File: config.mk
export PLATFORM = sky130hd
export DESIGN_NAME = lidar_envelope_collision_check
export DESIGN_NICKNAME = d
export VERILOG_FILES = /design/src/rtl/lec_pkg.sv /design/src/rtl/lec_cfg_regs.sv /design/src/rtl/lec_point_stage.sv /design/src/rtl/lec_frame_count.sv /design/src/rtl/lidar_envelope_collision_check.sv
export SDC_FILE = /design/constraint.sdc
export NUM_CORES = 1
export LEC_CHECK = 0
export ABC_AREA = 1
export BUFFER_PORTS_ARGS = -buffer_cell sky130_fd_sc_hd__buf_4
export CORE_ASPECT_RATIO = 0.75
export CORE_UTILIZATION = 59
export CTS_BUF_LIST = sky130_fd_sc_hd__clkbuf_4
export CTS_CLUSTER_SIZE = 14
export DETAILED_ROUTE_END_ITERATION = 7
export PLACE_DENSITY = 0.88
export SYNTH_ARGS = -nofsm -noshare
export SYNTH_HDL_FRONTEND = slang
export SYNTH_SLANG_ARGS = --single-unit
export TNS_END_PERCENT = 30
File: constraint.sdc
create_clock -name aclk -period 19.6 [get_ports aclk]
set_input_delay 0 -clock aclk [delete_from_list [all_inputs] [get_ports aclk]]
set_output_delay 0 -clock aclk [all_outputs]
set_load 0.1 [all_outputs]
File: src/rtl/lec_pkg.sv
// Shared types and constants of the lidar envelope collision check.
// No dependencies.
package lec_pkg;

    localparam int CFG_IDX_W  = 3;
    localparam int CFG_DATA_W = 16;

    typedef enum logic [CFG_IDX_W-1:0] {
        REG_CHECK_ENABLE   = 3'd0,
        REG_SENSOR_HEIGHT  = 3'd1,
        REG_ENV_TANGENT    = 3'd2,
        REG_CORRIDOR_LEN   = 3'd3,
        REG_CORRIDOR_HALFW = 3'd4,
        REG_TRIGGER_COUNT  = 3'd5
    } reg_index_t;

    localparam logic [1:0] SIDE_NONE  = 2'd0;
    localparam logic [1:0] SIDE_LEFT  = 2'd1;
    localparam logic [1:0] SIDE_RIGHT = 2'd2;

    localparam logic               RST_CHECK_ENABLE   = 1'b1;
    localparam logic signed [15:0] RST_SENSOR_HEIGHT  = 16'sd195;
    localparam logic [15:0]        RST_ENV_TANGENT    = 16'd17561;
    localparam logic [14:0]        RST_CORRIDOR_LEN   = 15'd1280;
    localparam logic [14:0]        RST_CORRIDOR_HALFW = 15'd256;
    localparam logic [15:0]        RST_TRIGGER_COUNT  = 16'd10;

    typedef struct packed {
        logic               check_enable;
        logic signed [15:0] sensor_height;
        logic [15:0]        envelope_tangent;
        logic [14:0]        corridor_reach;
        logic [14:0]        corridor_half_width;
        logic [15:0]        trigger_count;
    } cfg_t;

    // Per-point verdict handed from the point stage to the frame counters.
    typedef struct packed {
        logic valid;
        logic last;
        logic hazard;
        logic right;
    } point_flags_t;

endpackage

File: src/rtl/lec_cfg_regs.sv
// Configuration register file of the lidar envelope collision check.
// Depends on lec_pkg.
module lec_cfg_regs
    import lec_pkg::*;
(
    input  logic                  aclk,
    input  logic                  aresetn,
    input  logic                  cfg_valid,
    output logic                  cfg_ready,
    input  logic [CFG_IDX_W-1:0]  cfg_index,
    input  logic [CFG_DATA_W-1:0] cfg_data,
    output cfg_t                  cfg
);

    cfg_t cfg_reg;
    cfg_t cfg_next;

    assign cfg_ready = 1'b1;
    assign cfg       = cfg_reg;

    always_comb begin
        cfg_next = cfg_reg;
        if (cfg_valid) begin
            case (reg_index_t'(cfg_index))
                REG_CHECK_ENABLE:   cfg_next.check_enable        = cfg_data[0];
                REG_SENSOR_HEIGHT:  cfg_next.sensor_height       = $signed(cfg_data);
                REG_ENV_TANGENT:    cfg_next.envelope_tangent    = cfg_data;
                REG_CORRIDOR_LEN:   cfg_next.corridor_reach      = cfg_data[14:0];
                REG_CORRIDOR_HALFW: cfg_next.corridor_half_width = cfg_data[14:0];
                REG_TRIGGER_COUNT:  cfg_next.trigger_count       = cfg_data;
                default:            cfg_next = cfg_reg; // unknown index: drop
            endcase
        end
    end

    always_ff @(posedge aclk) begin
        if (!aresetn) begin
            cfg_reg.check_enable        <= RST_CHECK_ENABLE;
            cfg_reg.sensor_height       <= RST_SENSOR_HEIGHT;
            cfg_reg.envelope_tangent    <= RST_ENV_TANGENT;
            cfg_reg.corridor_reach      <= RST_CORRIDOR_LEN;
            cfg_reg.corridor_half_width <= RST_CORRIDOR_HALFW;
            cfg_reg.trigger_count       <= RST_TRIGGER_COUNT;
        end else begin
            cfg_reg <= cfg_next;
        end
    end

endmodule

File: src/rtl/lec_point_stage.sv
// Input register and per-point envelope test of the collision check.
// Depends on lec_pkg.
module lec_point_stage
    import lec_pkg::*;
#(
    parameter int COORD_WIDTH = 16
) (
    input  logic                          aclk,
    input  logic                          aresetn,
    input  logic                          load,
    input  logic signed [COORD_WIDTH-1:0] point_x,
    input  logic signed [COORD_WIDTH-1:0] point_y,
    input  logic signed [COORD_WIDTH-1:0] point_z,
    input  logic                          last_point,
    input  logic                          advance,
    input  cfg_t                          cfg,
    output point_flags_t                  flags
);

    // Room for coordinate plus height sum and its negation.
    localparam int EXT_W = ((COORD_WIDTH > 16) ? COORD_WIDTH : 16) + 2;
    localparam int MUL_W = COORD_WIDTH + 16;
    localparam int CMP_W = EXT_W + 16;

    logic                          valid_reg, valid_next;
    logic                          last_reg;
    logic signed [COORD_WIDTH-1:0] x_reg, y_reg, z_reg;

    logic signed [EXT_W-1:0] x_ext, y_ext, z_ext;
    logic signed [EXT_W-1:0] len_ext, hw_ext, hsum;
    logic [EXT_W-1:0]        hmag;
    logic [MUL_W-1:0]        slope;
    logic [CMP_W-1:0]        lhs, rhs;
    logic                    in_corridor;

    always_comb begin
        valid_next = valid_reg;
        if (load) begin
            valid_next = 1'b1;
        end else if (advance) begin
            valid_next = 1'b0;
        end
    end

    always_ff @(posedge aclk) begin
        if (!aresetn) begin
            valid_reg <= 1'b0;
        end else begin
            valid_reg <= valid_next;
        end
    end

    always_ff @(posedge aclk) begin
        if (load) begin
            x_reg    <= point_x;
            y_reg    <= point_y;
            z_reg    <= point_z;
            last_reg <= last_point;
        end
    end

    assign x_ext   = EXT_W'(x_reg);
    assign y_ext   = EXT_W'(y_reg);
    assign z_ext   = EXT_W'(z_reg);
    assign len_ext = $signed(EXT_W'(cfg.corridor_reach));
    assign hw_ext  = $signed(EXT_W'(cfg.corridor_half_width));

    assign in_corridor = (x_ext > 0) && (x_ext < len_ext)
                      && (y_ext < hw_ext) && (y_ext > -hw_ext);

    assign hsum = EXT_W'(cfg.sensor_height) + z_ext;
    assign hmag = (hsum < 0) ? EXT_W'(-hsum) : EXT_W'(hsum);

    // x is positive whenever the product matters, so treat its bits as unsigned.
    assign slope = MUL_W'(COORD_WIDTH'(x_reg)) * MUL_W'(cfg.envelope_tangent);
    assign lhs   = {hmag, 16'b0};
    assign rhs   = CMP_W'(slope);

    assign flags.valid  = valid_reg;
    assign flags.last   = last_reg;
    assign flags.hazard = cfg.check_enable && in_corridor && (lhs > rhs);
    assign flags.right  = y_reg < 0;

endmodule

File: src/rtl/lec_frame_count.sv
// Frame hazard counters and result register of the collision check.
// Depends on lec_pkg.
module lec_frame_count
    import lec_pkg::*;
#(
    parameter int COUNT_WIDTH = 16
) (
    input  logic                   aclk,
    input  logic                   aresetn,
    input  point_flags_t           flags,
    input  logic                   advance,
    input  cfg_t                   cfg,
    input  logic                   m_tready,
    output logic                   m_tvalid,
    output logic [1:0]             collision_side,
    output logic [COUNT_WIDTH-1:0] hazard_points,
    output logic [COUNT_WIDTH-1:0] left_points,
    output logic [COUNT_WIDTH-1:0] right_points
);

    localparam int TRIG_W = (COUNT_WIDTH > 16) ? COUNT_WIDTH : 16;
    localparam logic [COUNT_WIDTH-1:0] COUNT_MAX = '1;

    logic [COUNT_WIDTH-1:0] hazard_reg, hazard_next;
    logic [COUNT_WIDTH-1:0] left_reg, left_next;
    logic [COUNT_WIDTH-1:0] right_reg, right_next;
    logic                   out_valid_reg, out_valid_next;
    logic [1:0]             side_reg, side_next;
    logic [COUNT_WIDTH-1:0] out_hazard_reg, out_left_reg, out_right_reg;
    logic                   inc, emit;

    assign inc  = advance && flags.hazard;
    assign emit = advance && flags.last;

    always_comb begin
        hazard_next = hazard_reg;
        left_next   = left_reg;
        right_next  = right_reg;
        if (inc) begin
            if (hazard_reg != COUNT_MAX) begin
                hazard_next = hazard_reg + 1'b1;
            end
            if (flags.right) begin
                if (right_reg != COUNT_MAX) begin
                    right_next = right_reg + 1'b1;
                end
            end else if (left_reg != COUNT_MAX) begin
                left_next = left_reg + 1'b1;
            end
        end
    end

    // Side uses the counts including the closing point itself; ties go right.
    always_comb begin
        side_next = SIDE_NONE;
        if (cfg.check_enable && (TRIG_W'(hazard_next) > TRIG_W'(cfg.trigger_count))) begin
            side_next = (left_next > right_next) ? SIDE_LEFT : SIDE_RIGHT;
        end
    end

    always_comb begin
        out_valid_next = out_valid_reg;
        if (emit) begin
            out_valid_next = 1'b1;
        end else if (m_tready) begin
            out_valid_next = 1'b0;
        end
    end

    always_ff @(posedge aclk) begin
        if (!aresetn) begin
            hazard_reg    <= '0;
            left_reg      <= '0;
            right_reg     <= '0;
            out_valid_reg <= 1'b0;
        end else begin
            out_valid_reg <= out_valid_next;
            if (emit) begin
                hazard_reg <= '0;
                left_reg   <= '0;
                right_reg  <= '0;
            end else begin
                hazard_reg <= hazard_next;
                left_reg   <= left_next;
                right_reg  <= right_next;
            end
        end
    end

    always_ff @(posedge aclk) begin
        if (emit) begin
            side_reg       <= side_next;
            out_hazard_reg <= hazard_next;
            out_left_reg   <= left_next;
            out_right_reg  <= right_next;
        end
    end

    assign m_tvalid       = out_valid_reg;
    assign collision_side = side_reg;
    assign hazard_points  = out_hazard_reg;
    assign left_points    = out_left_reg;
    assign right_points   = out_right_reg;

endmodule

File: src/rtl/lidar_envelope_collision_check.sv
// Top level of the lidar envelope collision check.
// Depends on lec_pkg, lec_cfg_regs, lec_point_stage and lec_frame_count.

// Accepts one lidar point per clock and tests it against the forward
// corridor and the safe envelope with a single coord-by-16-bit multiply;
// hazard points are counted per frame. The point on tlast passes the input
// register, then the result register, and produces one result transaction
// carrying the side verdict and the three saturating counts; it also clears
// the counters. Sustained rate is one point per cycle; only a frame-closing
// point waits, and only while the previous result is still held in the
// result register. Configuration writes are taken every cycle and should
// be issued only while no point is in flight.
module lidar_envelope_collision_check
    import lec_pkg::*;
#(
    parameter int COORD_WIDTH = 16,
    parameter int COUNT_WIDTH = 16
) (
    input  logic                  aclk,
    input  logic                  aresetn,
    input  logic                  s_tvalid,
    output logic                  s_tready,
    // point_x, point_y, point_z
    input  logic [((3*COORD_WIDTH+7)/8)*8-1:0] s_tdata,
    input  logic                  s_tlast,
    output logic                  m_tvalid,
    input  logic                  m_tready,
    // collision_side, hazard_points, left_points, right_points
    output logic [((2+3*COUNT_WIDTH+7)/8)*8-1:0] m_tdata,
    input  logic                  cfg_valid,
    output logic                  cfg_ready,
    input  logic [CFG_IDX_W-1:0]  cfg_index,
    input  logic [CFG_DATA_W-1:0] cfg_data
);

    localparam int OUT_W = ((2 + 3*COUNT_WIDTH + 7) / 8) * 8;

    cfg_t                   cfg;
    point_flags_t           flags;
    logic                   load, advance;
    logic [1:0]             collision_side;
    logic [COUNT_WIDTH-1:0] hazard_points, left_points, right_points;

    // A frame-closing point waits while the result register is still full.
    assign advance  = flags.valid && !(flags.last && m_tvalid && !m_tready);
    assign s_tready = !flags.valid || advance;
    assign load     = s_tvalid && s_tready;

    lec_cfg_regs u_cfg (
        .aclk      (aclk),
        .aresetn   (aresetn),
        .cfg_valid (cfg_valid),
        .cfg_ready (cfg_ready),
        .cfg_index (cfg_index),
        .cfg_data  (cfg_data),
        .cfg       (cfg)
    );

    lec_point_stage #(
        .COORD_WIDTH (COORD_WIDTH)
    ) u_point (
        .aclk       (aclk),
        .aresetn    (aresetn),
        .load       (load),
        .point_x    ($signed(s_tdata[COORD_WIDTH-1:0])),
        .point_y    ($signed(s_tdata[2*COORD_WIDTH-1:COORD_WIDTH])),
        .point_z    ($signed(s_tdata[3*COORD_WIDTH-1:2*COORD_WIDTH])),
        .last_point (s_tlast),
        .advance    (advance),
        .cfg        (cfg),
        .flags      (flags)
    );

    lec_frame_count #(
        .COUNT_WIDTH (COUNT_WIDTH)
    ) u_count (
        .aclk           (aclk),
        .aresetn        (aresetn),
        .flags          (flags),
        .advance        (advance),
        .cfg            (cfg),
        .m_tready       (m_tready),
        .m_tvalid       (m_tvalid),
        .collision_side (collision_side),
        .hazard_points  (hazard_points),
        .left_points    (left_points),
        .right_points   (right_points)
    );

    assign m_tdata = OUT_W'({right_points, left_points, hazard_points, collision_side});

endmodule

==> metrics.cfg <==
[sta]
finalMaxSlewViolations=0
maxSlewHeadroom_pct=26.6
holdWs_ns=0.0118
setup_viol=0
period_share_pct=54.3
rsz0062_at_grt=no
finalHoldViolCount=0
worst_pin_slew_ns=1.10
finalClockSkew_ns=0.0536
fmax_ghz=0.0939
finalCriticalPeriod_ns=10.65
tns_ns=0
final.setup.worst_slack_ns=8.95

[floorplan]
die_h_um=170
die_area_um2=38200
pin_count=132
floorplan.initialDensity_pct=60.8
die_x_um=225
rows=60
core_area_um2=36300

[place]
dp.final_hpwl_um=43900
gp_congestion=0.935
dp_slack_ns=9.21
io_buffers=124

[power]
power_frac_clock_pct=15.8
p_switching_mw=1.27
pwr-share-seq_pct=20.9
power_density_nw_per_um2=102
p_sw_share_pct=49.0
combPwrFrac_pct=63.3
cell_internal_pwr_mw=1.32
ir_worst_vdd_uv=101
leakage_nw=13.3

[setup_path]
critPathTopFamily=adder cells
cp.arrival_ns=11.11
required_ns=20.07
critPathKind=reg2reg
crit_buf_inv=7
critPathCaptureType=flip-flop
ff2ff_path_depth=51
slowest_stage=nand3_4
setup.worst_path.end=u_count.collision_side[0]$_SDFFCE_PN0P_
start_kind=flip-flop
crit_path_frequent_cell=nand3_1
r2r_setup_slack_ns=8.95
reg2reg_from=u_point.x_reg[15]$_DFFE_PP_
r2r_end=u_count.collision_side[0]$_SDFFCE_PN0P_
crit_fanout=50
critical_path_depth=51
cpPeakStageDelay_ns=0.66
crit_path_start=u_point.x_reg[15]$_DFFE_PP_

[global_routing]
grt_start_max_net_pins=83
grt_overflow_total=0
grt_pass1_vias=20725
antenna_found_initial=1
grt_pass1_wl_um=104000
track_usage_pct=34.2

[synthesis]
yosysWarnings=0
async_reset_ff_share_pct=0
ys.flop_type=dfxtp_1
netlist_area_um2=22100
synth_common_cells=602 x inv_1, 594 x nand2_1, 232 x ha_1
seq_area_frac_synth_pct=25.2
synth-edff-count=99
netlist_top_cells_area=fa_1 18%, edfxtp_1 13%, ha_1 13%
post-synth-top-area-cell=fa_1
synth_top_area_share_pct=17.7
synth-seq-cells=228
syn_area_per_cell_um2=7.76
yosysMostFrequentCell=inv_1
netlist_instances=2845
synth_cell_type_count=44

[status]
status=finished, final reports clean

[route]
first_pass_iters=7
wl_um=63800
vias=20199
drt-initial-drc-count=2189
post-route-drc-count=0
wl_per_cell_um=17.7
ant_nets=0
viasPerCell=5.62

[cells_and_area]
drive_gt1_share_pct=8.87
final_nets=3554
largest_reg_flops=79
area_delta_synth_final_pct=14.5

[clocking]
cts_buffers=56
cts.sinks=228
ctsHtreeMaxLevel=2
cts_buffer_depth=3
insertion_delay_ns=0.76
clock-root-buffer=clkbuf_4
clk_pin_slew_worst_paths_ns=0.08
cts_tree=built
cts-resized-gates=0

[run]
cap_viol_max_count=0

[worst_hold_path]
worst_hold_path_type=in2reg

-- power by group through the flow --
stage | logic, mW | registers [mW] | clock network, mW
after global placement | 1.51 | 0.547 | 0
final | 1.64 | 0.540 | 0.409
after CTS | 1.60 | 0.537 | 0.406
after detailed placement | 1.56 | 0.548 | 0
after floorplan | 1.16 | 0.550 | 0
after global routing | 1.84 | 0.540 | 0.438
-- layer usage --
layer | part of all wire, % | up-vias | track usage (%)
met2 | 46 | 1164 | 56.1
met5 | 0 | - | 0
met4 | 5.3 | 0 | 17.2
li1 | - | 9307 | -
met3 | 10 | 276 | 8.26
met1 | 39 | 9452 | 42.3
-- placed cells by master, fill, tap and decap left out, types with 3 or more instances in the layout --
cell type      instances
o21bai_1               5
or2_2                 12
nor2_2                 5
nand2_2               19
xnor2_1               22
clkbuf_4              84
inv_1                600
dlygate4sd3_1        134
buf_4                135
o211ai_1               9
dfxtp_1              129
xor2_1                55
nor3_1                29
a21oi_2                3
nand3b_1               3
a21oi_1              147
nor4_1                18
o21a_1                 3
clkinv_1              16
nand4_1               72
a21o_1                 4
conb_1                 7
o21ai_0              130
inv_2                  8
a31oi_1                3
nand2_1              594
nand3_1              110
ha_1                 232
nor2_1               196
fa_1                 195
edfxtp_1              99
-- timing repair --
| item | 4_1_cts | 5_1_grt |
|---|---|---|
| setup buffers | 0 | 0 |
| endpoints found under the setup margin | 0 | 0 |
| hold endpoints to repair | 138 | 1 |
| hold buffers | 133 | 1 |
-- metrics by stage --
stage | util, % | total power [mW] | instance area, um2 | std cells
final | 69.5 | 2.59 | 25300 | 3597
after global placement | 63.9 | 2.06 | 23200 | 3358
after CTS | 69.5 | 2.54 | 25300 | 3594
after detailed placement | 63.9 | 2.11 | 23200 | 3358
after global routing | 69.5 | 2.82 | 25300 | 3597
after floorplan | - | 1.71 | 22100 | 2850
-- area by class of cell --
class	instances	area (um2)
diodes	2	5.00
clock buffers	84	631
clock inverters	19	85.1
fillers	2749	11100
inverters	609	2290
multi-input cells	1890	13700
flip-flops and latches	228	5560
well taps	496	621
repair buffers	269	2350
-- logic make-up after synthesis --
kind of cell	synth area share, %
simple gates	20.6
buf+inv	12.8
fa+ha+maj	30.8
compound gates	7.48
flops	25.2
xor+xnor	3.13
other cells	0.0340
-- worst min path at each step --
| stage | slack, ns | depth (start not counted) | endpoint | start |
|---|---|---|---|---|
| after CTS | 0.004 | 2 | u_point.z_reg[8]$_DFFE_PP_ | s_tdata[40] |
| after detailed placement | 0.18 | 1 | u_point.y_reg[4]$_DFFE_PP_ | s_tdata[20] |
| final | 0.01 | 2 | u_point.z_reg[4]$_DFFE_PP_ | s_tdata[36] |
| after floorplan | 0.1 | 0 | u_point.last_reg$_DFFE_PP_ | s_tlast |
| after global placement | 0.18 | 1 | u_point.x_reg[7]$_DFFE_PP_ | s_tdata[7] |
| after global routing | 0.01 | 2 | u_point.z_reg[4]$_DFFE_PP_ | s_tdata[36] |
-- worst reg2reg max path, delay by kind of cell (launching register included) --
kind | cells | cell delay (ns)
fa+ha+maj | 9 | 4.11
simple gates | 27 | 3.38
buf+inv | 7 | 1.23
compound gates | 7 | 1.05
flops | 1 | 0.49
xor+xnor | 1 | 0.14
(Power assumes the default switching activity.)
